**src/fcce_pkg.sv**
```systemverilog
`timescale 1ns / 1ps
// Shared types and constants for the FAT cluster chain engine.
// No dependencies; imported by the controller, the datapath and the top level.
package fcce_pkg;

  // Command codes carried on the input transfer
  localparam logic [2:0] OP_WRITE    = 3'd0;
  localparam logic [2:0] OP_READ     = 3'd1;
  localparam logic [2:0] OP_CHAIN    = 3'd2;
  localparam logic [2:0] OP_CONTIG   = 3'd3;
  localparam logic [2:0] OP_FIND     = 3'd4;
  localparam logic [2:0] OP_RELOCATE = 3'd5;

  // Result status codes
  localparam logic [1:0] ST_OK    = 2'd0;
  localparam logic [1:0] ST_RANGE = 2'd1;
  localparam logic [1:0] ST_NORUN = 2'd2;

  // Register map indexes
  localparam logic REG_TOTAL     = 1'b0;
  localparam logic REG_CHAIN_END = 1'b1;

  localparam logic [11:0] TOTAL_RST     = 12'd0;
  localparam logic [15:0] CHAIN_END_RST = 16'd65528;
  localparam logic [15:0] END_MARK      = 16'hFFFF;
  localparam int unsigned COUNT_MAX     = 8191;

  typedef enum logic [3:0] {
    S_IDLE, S_DISP, S_RDW, S_WALK, S_WALK_RD, S_SRCH_INIT, S_SRCH, S_SRCH_RD,
    S_FREE, S_FREE_RD, S_FILL, S_DONE
  } state_t;

  // Controller to datapath commands
  typedef struct packed {
    logic accept;
    logic tbl_write;
    logic set_range;
    logic rd_cl;
    logic rd_load;
    logic walk_adv;
    logic walk_load;
    logic walk_end;
    logic srch_init;
    logic rd_idx;
    logic srch_eval;
    logic srch_fail;
    logic free_init;
    logic free_load;
    logic fill_init;
    logic fill_step;
    logic out_load;
  } cmd_t;

  // Datapath to controller status
  typedef struct packed {
    logic [2:0] op;
    logic       idx_bad;
    logic       walk_go;
    logic       walk_bad;
    logic       walk_nonlin;
    logic       cnt_zero;
    logic       last_lt2;
    logic       hit;
    logic       pass_end;
    logic       wrap_ok;
    logic       free_go;
    logic       fill_last;
  } sts_t;

endpackage

```
**src/fcce_ctrl.sv**
```systemverilog
`timescale 1ns / 1ps
// Controller state machine for the FAT cluster chain engine.
// Depends on fcce_pkg; drives the datapath command struct and both handshakes.
module fcce_ctrl (
  input  logic           clk,
  input  logic           rst_n,
  input  logic           in_valid,
  output logic           in_stall,
  output logic           out_valid,
  input  logic           out_stall,
  input  fcce_pkg::sts_t sts,
  output fcce_pkg::cmd_t cmd
);
  import fcce_pkg::*;

  state_t state_r, state_nxt;
  logic   out_valid_r, out_valid_nxt;
  logic   out_free;
  logic   walk_stop;

  assign out_free  = !out_valid_r || !out_stall;
  assign walk_stop = !sts.walk_go || sts.walk_bad || sts.walk_nonlin;
  assign in_stall  = (state_r != S_IDLE);
  assign out_valid = out_valid_r;

  // Next state
  always_comb begin
    state_nxt = state_r;
    case (state_r)
      S_IDLE: if (in_valid) state_nxt = S_DISP;
      S_DISP: begin
        case (sts.op)
          OP_READ:     state_nxt = sts.idx_bad ? S_DONE : S_RDW;
          OP_CHAIN,
          OP_CONTIG,
          OP_RELOCATE: state_nxt = S_WALK;
          OP_FIND:     state_nxt = S_SRCH_INIT;
          default:     state_nxt = S_DONE;
        endcase
      end
      S_RDW: state_nxt = S_DONE;
      S_WALK: begin
        if (walk_stop) begin
          if (sts.op == OP_RELOCATE && !sts.walk_bad && !sts.cnt_zero) begin
            state_nxt = S_SRCH_INIT;
          end else begin
            state_nxt = S_DONE;
          end
        end else begin
          state_nxt = S_WALK_RD;
        end
      end
      S_WALK_RD:   state_nxt = S_WALK;
      S_SRCH_INIT: state_nxt = sts.last_lt2 ? S_DONE : S_SRCH;
      S_SRCH:      state_nxt = S_SRCH_RD;
      S_SRCH_RD: begin
        if (sts.hit) begin
          state_nxt = (sts.op == OP_RELOCATE) ? S_FREE : S_DONE;
        end else if (sts.pass_end && !sts.wrap_ok) begin
          state_nxt = S_DONE;
        end else begin
          state_nxt = S_SRCH;
        end
      end
      S_FREE:    state_nxt = sts.free_go ? S_FREE_RD : S_FILL;
      S_FREE_RD: state_nxt = S_FREE;
      S_FILL:    if (sts.fill_last) state_nxt = S_DONE;
      S_DONE:    if (out_free) state_nxt = S_IDLE;
      default:   state_nxt = S_IDLE;
    endcase
  end

  // Commands
  always_comb begin
    cmd = '0;
    case (state_r)
      S_IDLE: cmd.accept = in_valid;
      S_DISP: begin
        case (sts.op)
          OP_WRITE: begin
            cmd.set_range = sts.idx_bad;
            cmd.tbl_write = !sts.idx_bad;
          end
          OP_READ: begin
            cmd.set_range = sts.idx_bad;
            cmd.rd_cl     = !sts.idx_bad;
          end
          default: ;
        endcase
      end
      S_RDW: cmd.rd_load = 1'b1;
      S_WALK: begin
        cmd.walk_end = walk_stop;
        cmd.walk_adv = !walk_stop;
      end
      S_WALK_RD: cmd.walk_load = 1'b1;
      S_SRCH_INIT: begin
        cmd.srch_init = 1'b1;
        cmd.srch_fail = sts.last_lt2;
      end
      S_SRCH: cmd.rd_idx = 1'b1;
      S_SRCH_RD: begin
        cmd.srch_eval = 1'b1;
        cmd.srch_fail = !sts.hit && sts.pass_end && !sts.wrap_ok;
        cmd.free_init = sts.hit && (sts.op == OP_RELOCATE);
      end
      S_FREE:    cmd.fill_init = !sts.free_go;
      S_FREE_RD: cmd.free_load = 1'b1;
      S_FILL:    cmd.fill_step = 1'b1;
      S_DONE:    cmd.out_load = out_free;
      default: ;
    endcase
  end

  // Hold the result valid until the receiver takes it
  always_comb begin
    out_valid_nxt = out_valid_r;
    if (out_valid_r && !out_stall) out_valid_nxt = 1'b0;
    if (cmd.out_load) out_valid_nxt = 1'b1;
  end

  always_ff @(posedge clk) begin
    if (!rst_n) begin
      state_r     <= S_IDLE;
      out_valid_r <= 1'b0;
    end else begin
      state_r     <= state_nxt;
      out_valid_r <= out_valid_nxt;
    end
  end

endmodule

```
**config.mk**
```make
export PLATFORM = sky130hd
export DESIGN_NAME = fcce_ctrl
export DESIGN_NICKNAME = d
export VERILOG_FILES = /design/src/fcce_pkg.sv /design/src/fcce_ctrl.sv
export SDC_FILE = /design/constraint.sdc
export NUM_CORES = 1
export LEC_CHECK = 0
export BUFFER_PORTS_ARGS = -buffer_cell sky130_fd_sc_hd__buf_2
export CAP_MARGIN = 30
export CORE_MARGIN = 5
export CORE_UTILIZATION = 40
export CTS_CLUSTER_DIAMETER = 120
export CTS_CLUSTER_SIZE = 24
export DETAILED_ROUTE_END_ITERATION = 12
export GPL_TIMING_DRIVEN = 1
export PLACE_DENSITY = 0.74
export REMOVE_ABC_BUFFERS = 1
export SETUP_SLACK_MARGIN = 0.2
export SLEW_MARGIN = 20
export SYNTH_ARGS = -nofsm -noshare
export SYNTH_HDL_FRONTEND = slang
export SYNTH_SLANG_ARGS = --single-unit
```
**constraint.sdc**
```tcl
create_clock -name clk -period 1.6 [get_ports clk]
set_clock_uncertainty 0.05 [all_clocks]
set_input_delay 0.08 -clock clk [delete_from_list [all_inputs] [get_ports clk]]
set_output_delay 0.08 -clock clk [all_outputs]
set_load 0.01 [all_outputs]
```
== Yosys cells after proc, flatten, opt, wreduce, memory -nomap -nowiden ==
Cells that the tools add are included.
Widths: inputs -> output; s select.

* Register bits: 5
* Logic and storage cells: 81

* Equality and inequality tests: 19
* Multiplexer cells: 33
* Reductions and logical operators: 27

{| class="wikitable"
|+ Operators with widths
! cell !! number
|-
| $pmux 4 s12 || 1
|-
| $mux 4 || 9
|-
| $mux 1 || 18
|-
| $eq 4x3->1 const B || 4
|-
| $eq 4x4->1 const B || 4
|-
| $pmux 4 s3 || 1
|-
| $logic_not 1->1 || 10
|-
| $eq 4x2->1 const B || 2
|-
| $logic_and 1x1->1 || 7
|-
| $eq 3x2->1 const B || 2
|-
| $eq 3x3->1 const B || 2
|-
| $ne 2x2->1 const B || 3
|-
| $eq 4x1->1 const B || 1
|-
| $logic_not 4->1 || 1
|-
| $mux 2 || 2
|-
| $reduce_bool 4->1 || 1
|-
| $eq 3x1->1 const B || 1
|-
| $logic_not 3->1 || 1
|-
| $logic_or 1x1->1 || 3
|-
| $mux 3 || 1
|-
| $reduce_and 3->1 || 1
|-
| $reduce_or 3->1 || 1
|-
| $pmux 1 s2 || 1
|-
| $reduce_bool 2->1 || 1
|-
| $reduce_or 2->1 || 1
|}

== Depth between registers and ports, before layout ==
Gate-level depths: netlist of the first run.

* Depth after elaboration: 6
* Mapped depth: 7
* Mapped depth without buffers: 6

== Worst setup path before layout of the first run ==
Ideal clock, no wire load.

* Path type: register -> output
* Start: reg state_r[1]
* End: out cmd[13] in the netlist's numbering
* Data arrival time: 1296 ps
* Required time: 1470 ps
* Slack: 174 ps
* Stages on the path, launching flop included: 4
* Path buffers: 1
* Path through: dfxtp_1 > buf_2 > nor3_1 > nor4b_1

{| class="wikitable"
|+ RTL lines
! element !! line !! source
|-
| start, declared || fcce_ctrl.sv:16 || <nowiki>state_t state_r, state_nxt;</nowiki>
|-
| start signal, assigned || fcce_ctrl.sv:127 || <nowiki>state_r <= state_nxt;</nowiki>
|-
| end, declared || fcce_ctrl.sv:12 || <nowiki>output fcce_pkg::cmd_t cmd</nowiki>
|}

==> results.yml, run 1 <==
worst_setup_path:
  worst_setup_path_start_kind: "flop"
  max_stage_delay_ns: 0.37
  worstPathRequired_ns: 1.47
  crit_end: "cmd[5]"
  critical_path.top_delay_family: "flip-flops"
  cp_slowest_cell: "dfxtp_4"
  reg2reg_to: "state_r[0]"
  critical_path_class: "flop to primary output"
  cp.depth: 5
  startpoint: "state_r[1]"
  crit_buf_inv: 2
  ff2ff_setup_slack_ns: 0.16
  reg2reg_depth: 6
  r2r-start: "state_r[2]"
  path_cells: "buf_6, nor2_4, nand4_1, o41ai_2, buf_2"
  path_max_fanout: 5
  worstPathArrival_ns: 1.36
  cp-end-kind: "primary output"
timing:
  layout_setup_ws_ns: 0.107
  slew_violations: 0
  finalCritPeriodShare_pct: 93.3
  clock.fmax_mhz: 670
  setup_tns_ns: 0
  rsz0062_at_grt: "true"
  relSlewSlack_pct: 72.2
  tightestPinTransition_ns: 0.416
  setup_violations: 0
  layout_min_cycle_time_ns: 1.49
  hold_slack_ns: 0.0441
  hold_viol: 0
grt:
  grt_pass1_wl_um: 4220
  grtUsageMet3_pct: 5.42
  grt_overflow: 0
  grt.busiest_layer: "met2"
  antenna_found_initial: 0
  use_met2_pct: 37.5
  grt_max_degree: 9
  grt_use_met1_pct: 23.7
  grtUsageTotal_pct: 21.3
  grt_pass1_vias: 933
min_path:
  hold_path.class: "input port to flop"
logic_synthesis:
  ys_warn_count: 0
  synth-edff-count: 0
  yosysTopAreaCellShare_pct: 15.8
  synthTopCellsByCount: "12 x nand2_1, 7 x inv_1, 7 x nor2_1"
  synthFlopType: "dfxtp_1"
  syn_inst: 94
  synth_top_area_cell: "dfxtp_1"
  synthTopCellsByArea: "dfxtp_1 16%, nand2_1 7.1%, a21oi_1 4.8%"
  ys_seq_area_share_pct: 15.8
  syn_avg_cell_area_um2: 6.72
  synth_cell_types: 39
  synthesis.area_um2: 632
  yosysMostFrequentCell: "nand2_1"
  ys_ff_latch: 5
  synth-async-reset-ratio_pct: 0
run_status:
  status: "finished clean"
place:
  port_buffers: 36
  place_hpwl_um: 1800
  place_area_um2: 891
  place_inst: 152
  place_congestion: 0.868
  dp_slack_ns: 0.0414
clock_tree:
  clk_latency_ns: 0.25
  numCtsBuffers: 3
  cts-root-buf: "clkbuf_4"
  cts_sinks: 5
  path_clk_slew_ns: 0.04
  clockBufferDepth: 2
  hold_buffers: 0
  cts_tree: "yes"
  htreeDepth: 1
floorplan:
  io_pins: 37
  die_y_um: 49.7
  coreArea_um2: 1510
  dieArea_um2: 2470
  dieWidth_um: 49.7
  initial_utilization_pct: 41.9
  num_rows: 14
drt:
  wire_per_inst_um: 18.4
  drt_iter0_markers: 53
  drtPass1Iterations: 4
  drcViolationCount: 0
  route.vias.total: 1044
  ant_nets: 0
  viasPerCell: 6.14
  wl_um: 3120
power:
  ir_drop_uv: 826
  p_per_area_nw_per_um2: 1550
  p_total_mw: 1.99
  p_leak_nw: 0.619
layout:
  antenna_cells: 0
  fin_cells: 170
  register_area_um2: 113
  fill_cells: 73
  fin_util_pct: 85.1
  layout-drive-gt1-share_pct: 65.6
  multi_input_area_um2: 644
  fin_nets: 174
  syn_to_final_growth_pct: 103
  postLayoutCellArea_um2: 1280
job:
  maxCapViolCount: 0
registers in the layout (all words and copies together) (netlist names):
name / cells
out_valid: 1
state_r: 4
power breakdown:
group          total, mW  switching [mW]  internal, mW
Clock              0.154          0.0592        0.0948
Combinational       1.56           0.780         0.783
Sequential         0.274          0.0860         0.188
Total               1.99           0.925          1.07
worst min path at each step:
| stage | start | end | slack, ns | cells after the start |
|---|---|---|---|---|
| floorplan | rst_n | state_r[1] | 0.15 | 1 |
| global placement | rst_n | state_r[1] | 0.29 | 2 |
| detailed placement | rst_n | state_r[3] | 0.29 | 2 |
| CTS | rst_n | state_r[3] | 0.04 | 2 |
| global route | rst_n | state_r[1] | 0.03 | 2 |
| finish | rst_n | state_r[1] | 0.04 | 2 |
placed cells by master (no fill, tap or decap), types with 2 or more instances in the layout:
master | Yosys | layout
a21oi_1 | 6 | 5
a31oi_1 | 2 | 2
and3_1 | 3 | 2
buf_12 | 0 | 2
buf_2 | 4 | 35
buf_4 | 1 | 16
buf_6 | 0 | 8
clkbuf_4 | 0 | 3
dfxtp_4 | 0 | 3
inv_1 | 7 | 4
inv_2 | 2 | 4
nand2_1 | 12 | 9
nand2_4 | 0 | 2
nand2b_4 | 0 | 2
nand4_1 | 2 | 2
nor2_1 | 7 | 4
nor2_2 | 0 | 2
nor3_2 | 0 | 3
nor3_4 | 0 | 2
nor3b_1 | 2 | 2
o21ai_0 | 3 | 2
logic make-up after synthesis:
kind of cell	Yosys count	share of synthesized area, %
simple gates	48	40.8
compound gates	25	31.1
buf+inv	15	10.3
flops	5	15.8
fa+ha+maj	1	1.98
metal layers:
metal,share of wire [%],wire length (µm),vias up
met5,0,0,-
met4,2.0,63,0
met3,6.7,208,12
met2,53,1640,59
met1,39,1210,496
li1,-,-,477
cell type report:
class / instances / share of cell area (%)
Inverter: 9 / 3.02
Clock buffer: 4 / 2.05
Tap cell: 16 / 1.56
Timing Repair Buffer: 62 / 34.3
Multi-Input combinational cell: 74 / 50.2
Sequential cell: 5 / 8.78
what timing repair did:
item                       4_1_cts  5_1_grt
setup endpoints to repair       16       18
buffers inserted                 6        8
resized for setup               22       36
pin swaps                        6       14
Note: power is estimated with default switching activity, not from simulation.
==> run 2: changes to the inputs <==
--- a/config.mk
+++ b/config.mk
@@ -15,7 +15,7 @@
 export GPL_TIMING_DRIVEN = 1
 export PLACE_DENSITY = 0.74
 export REMOVE_ABC_BUFFERS = 1
-export SETUP_SLACK_MARGIN = 0.2
+export SETUP_SLACK_MARGIN = 0.02
 export SLEW_MARGIN = 20
 export SYNTH_ARGS = -nofsm -noshare
 export SYNTH_HDL_FRONTEND = slang
==> run 2 against run 1 <==
Against the previous run:
- final area fell by 24%
- via count fell by 13%
- worst setup slack got worse by 0.053 ns
- clock power fell by 5%
- worst hold slack improved by 0.0012 ns
- first-iteration DRC count fell by 57%
- count of clock-buffer cells in the layout did not move
- sequential power fell by 11%
- die area did not move
- register-to-register slack barely moved
==> results.yml, run 2 (synthesis gave the netlist of run 1 again) <==
layout:
  fin_cells: 156
  regMostFlops: "state_r"
  postLayoutCellArea_um2: 973
  fin_nets: 160
  final_cell_mix: "36 x buf_2, 12 x nand2_1, 12 x buf_4"
  fin_util_pct: 64.6
  syn_to_final_growth_pct: 54.1
  largest_reg_flops: 4
  antenna_cells: 0
  multi_input_area_um2: 514
  final_common_cell: "buf_2"
  register_area_um2: 109
  fill_cells: 140
  layout-drive-gt1-share_pct: 46.4
grt:
  grt_overflow: 0
  grt_pass1_vias: 863
  grtUsageTotal_pct: 18.0
  grt_pass1_wl_um: 3590
  antenna_found_initial: 0
  grt_max_degree: 13
timing:
  clock.fmax_mhz: 647
  relSlewSlack_pct: 73.7
  hold_viol: 0
  slew_violations: 0
  rsz0062_at_grt: "true"
  finalCritPeriodShare_pct: 96.6
  tightestPinTransition_ns: 0.384
  layout_setup_ws_ns: 0.0540
  hold_slack_ns: 0.0453
  layout_min_cycle_time_ns: 1.55
  setup_violations: 0
worst_setup_path:
  crit_buf_inv: 1
  worstPathArrival_ns: 1.42
  critical_path.top_delay_family: "simple AND/OR/NAND/NOR gates"
  cp-end-kind: "primary output"
  cp_slowest_cell: "dfxtp_4"
  path_cells: "nand2b_1, nor3_4, nor4b_4, buf_2"
  worst_setup_path_start_kind: "flop"
  max_stage_delay_ns: 0.38
  worstPathRequired_ns: 1.47
  critical_path_class: "flop to primary output"
  path_max_fanout: 12
floorplan:
  dieWidth_um: 49.7
  coreArea_um2: 1510
  io_pins: 37
  dieArea_um2: 2470
  num_rows: 14
  initial_utilization_pct: 41.9
  die_y_um: 49.7
drt:
  wire_per_inst_um: 14.3
  viasPerCell: 5.81
  drtPass1Iterations: 4
  route.vias.total: 906
  drt_iter0_markers: 23
  wl_um: 2230
  drcViolationCount: 0
  ant_nets: 0
clock_tree:
  numCtsBuffers: 3
  htreeDepth: 1
  cts_tree: "yes"
  cts-root-buf: "clkbuf_4"
  cts_sinks: 5
  clk_latency_ns: 0.24
  hold_buffers: 0
  clockBufferDepth: 2
  path_clk_slew_ns: 0.04
run_status:
  status: "finished clean"
place:
  place_area_um2: 891
  place_inst: 152
  dp_slack_ns: 0.0414
  port_buffers: 36
  place_congestion: 0.868
  place_hpwl_um: 1800
power:
  p_leak_nw: 0.494
  p_per_area_nw_per_um2: 1340
  ir_drop_uv: 648
job:
  maxCapViolCount: 0
min_path:
  hold_path.class: "input port to flop"
run 2: final timing paths:
check | from | end | slack [ns] | cells past startpoint
min | rst_n | state_r[3] | 0.05 | 2
max reg2reg | state_r[3] | state_r[0] | 0.16 | 5
min reg2reg | out_valid | state_r[0] | 0.52 | 2
max | state_r[2] | cmd[13] | 0.05 | 4
run 2: through the flow:
step / TNS (ns) / power (mW)
2_1_floorplan: 0 / 0.690
3_3_place_gp: 0 / 1.05
3_5_place_dp: 0 / 1.07
4_1_cts: -0.0127 / 1.24
5_1_grt: -0.0121 / 1.42
6_report: 0 / 1.31
run 2: area by class of cell:
type	instances	area share, %
Timing Repair Buffer	48	27.8
Multi-Input combinational cell	74	52.8
Clock buffer	4	2.70
Tap cell	16	2.06
Inverter	9	3.47
Sequential cell	5	11.2
run 2: repair_timing:
item | CTS | global route
hold endpoints to repair | 0 | 0
resized for setup | 5 | 9
buffers inserted | 0 | 0
pin swaps | 1 | 1
setup endpoints to repair | 5 | 7
run 2: where the power goes:
group	switching (mW)	leakage (nW)	internal (mW)
clock network	0.0519	0.0150	0.0943
logic	0.499	0.436	0.417
registers	0.0658	0.0427	0.179
run 2: metal layers:
layer | vias up | global-route usage (%) | routed length [µm]
li1 | 445 | - | -
met1 | 413 | 21.2 | 918
met2 | 42 | 30.7 | 1130
met3 | 6 | 3.92 | 137
met4 | 0 | 7.86 | 45
met5 | - | 0 | 0
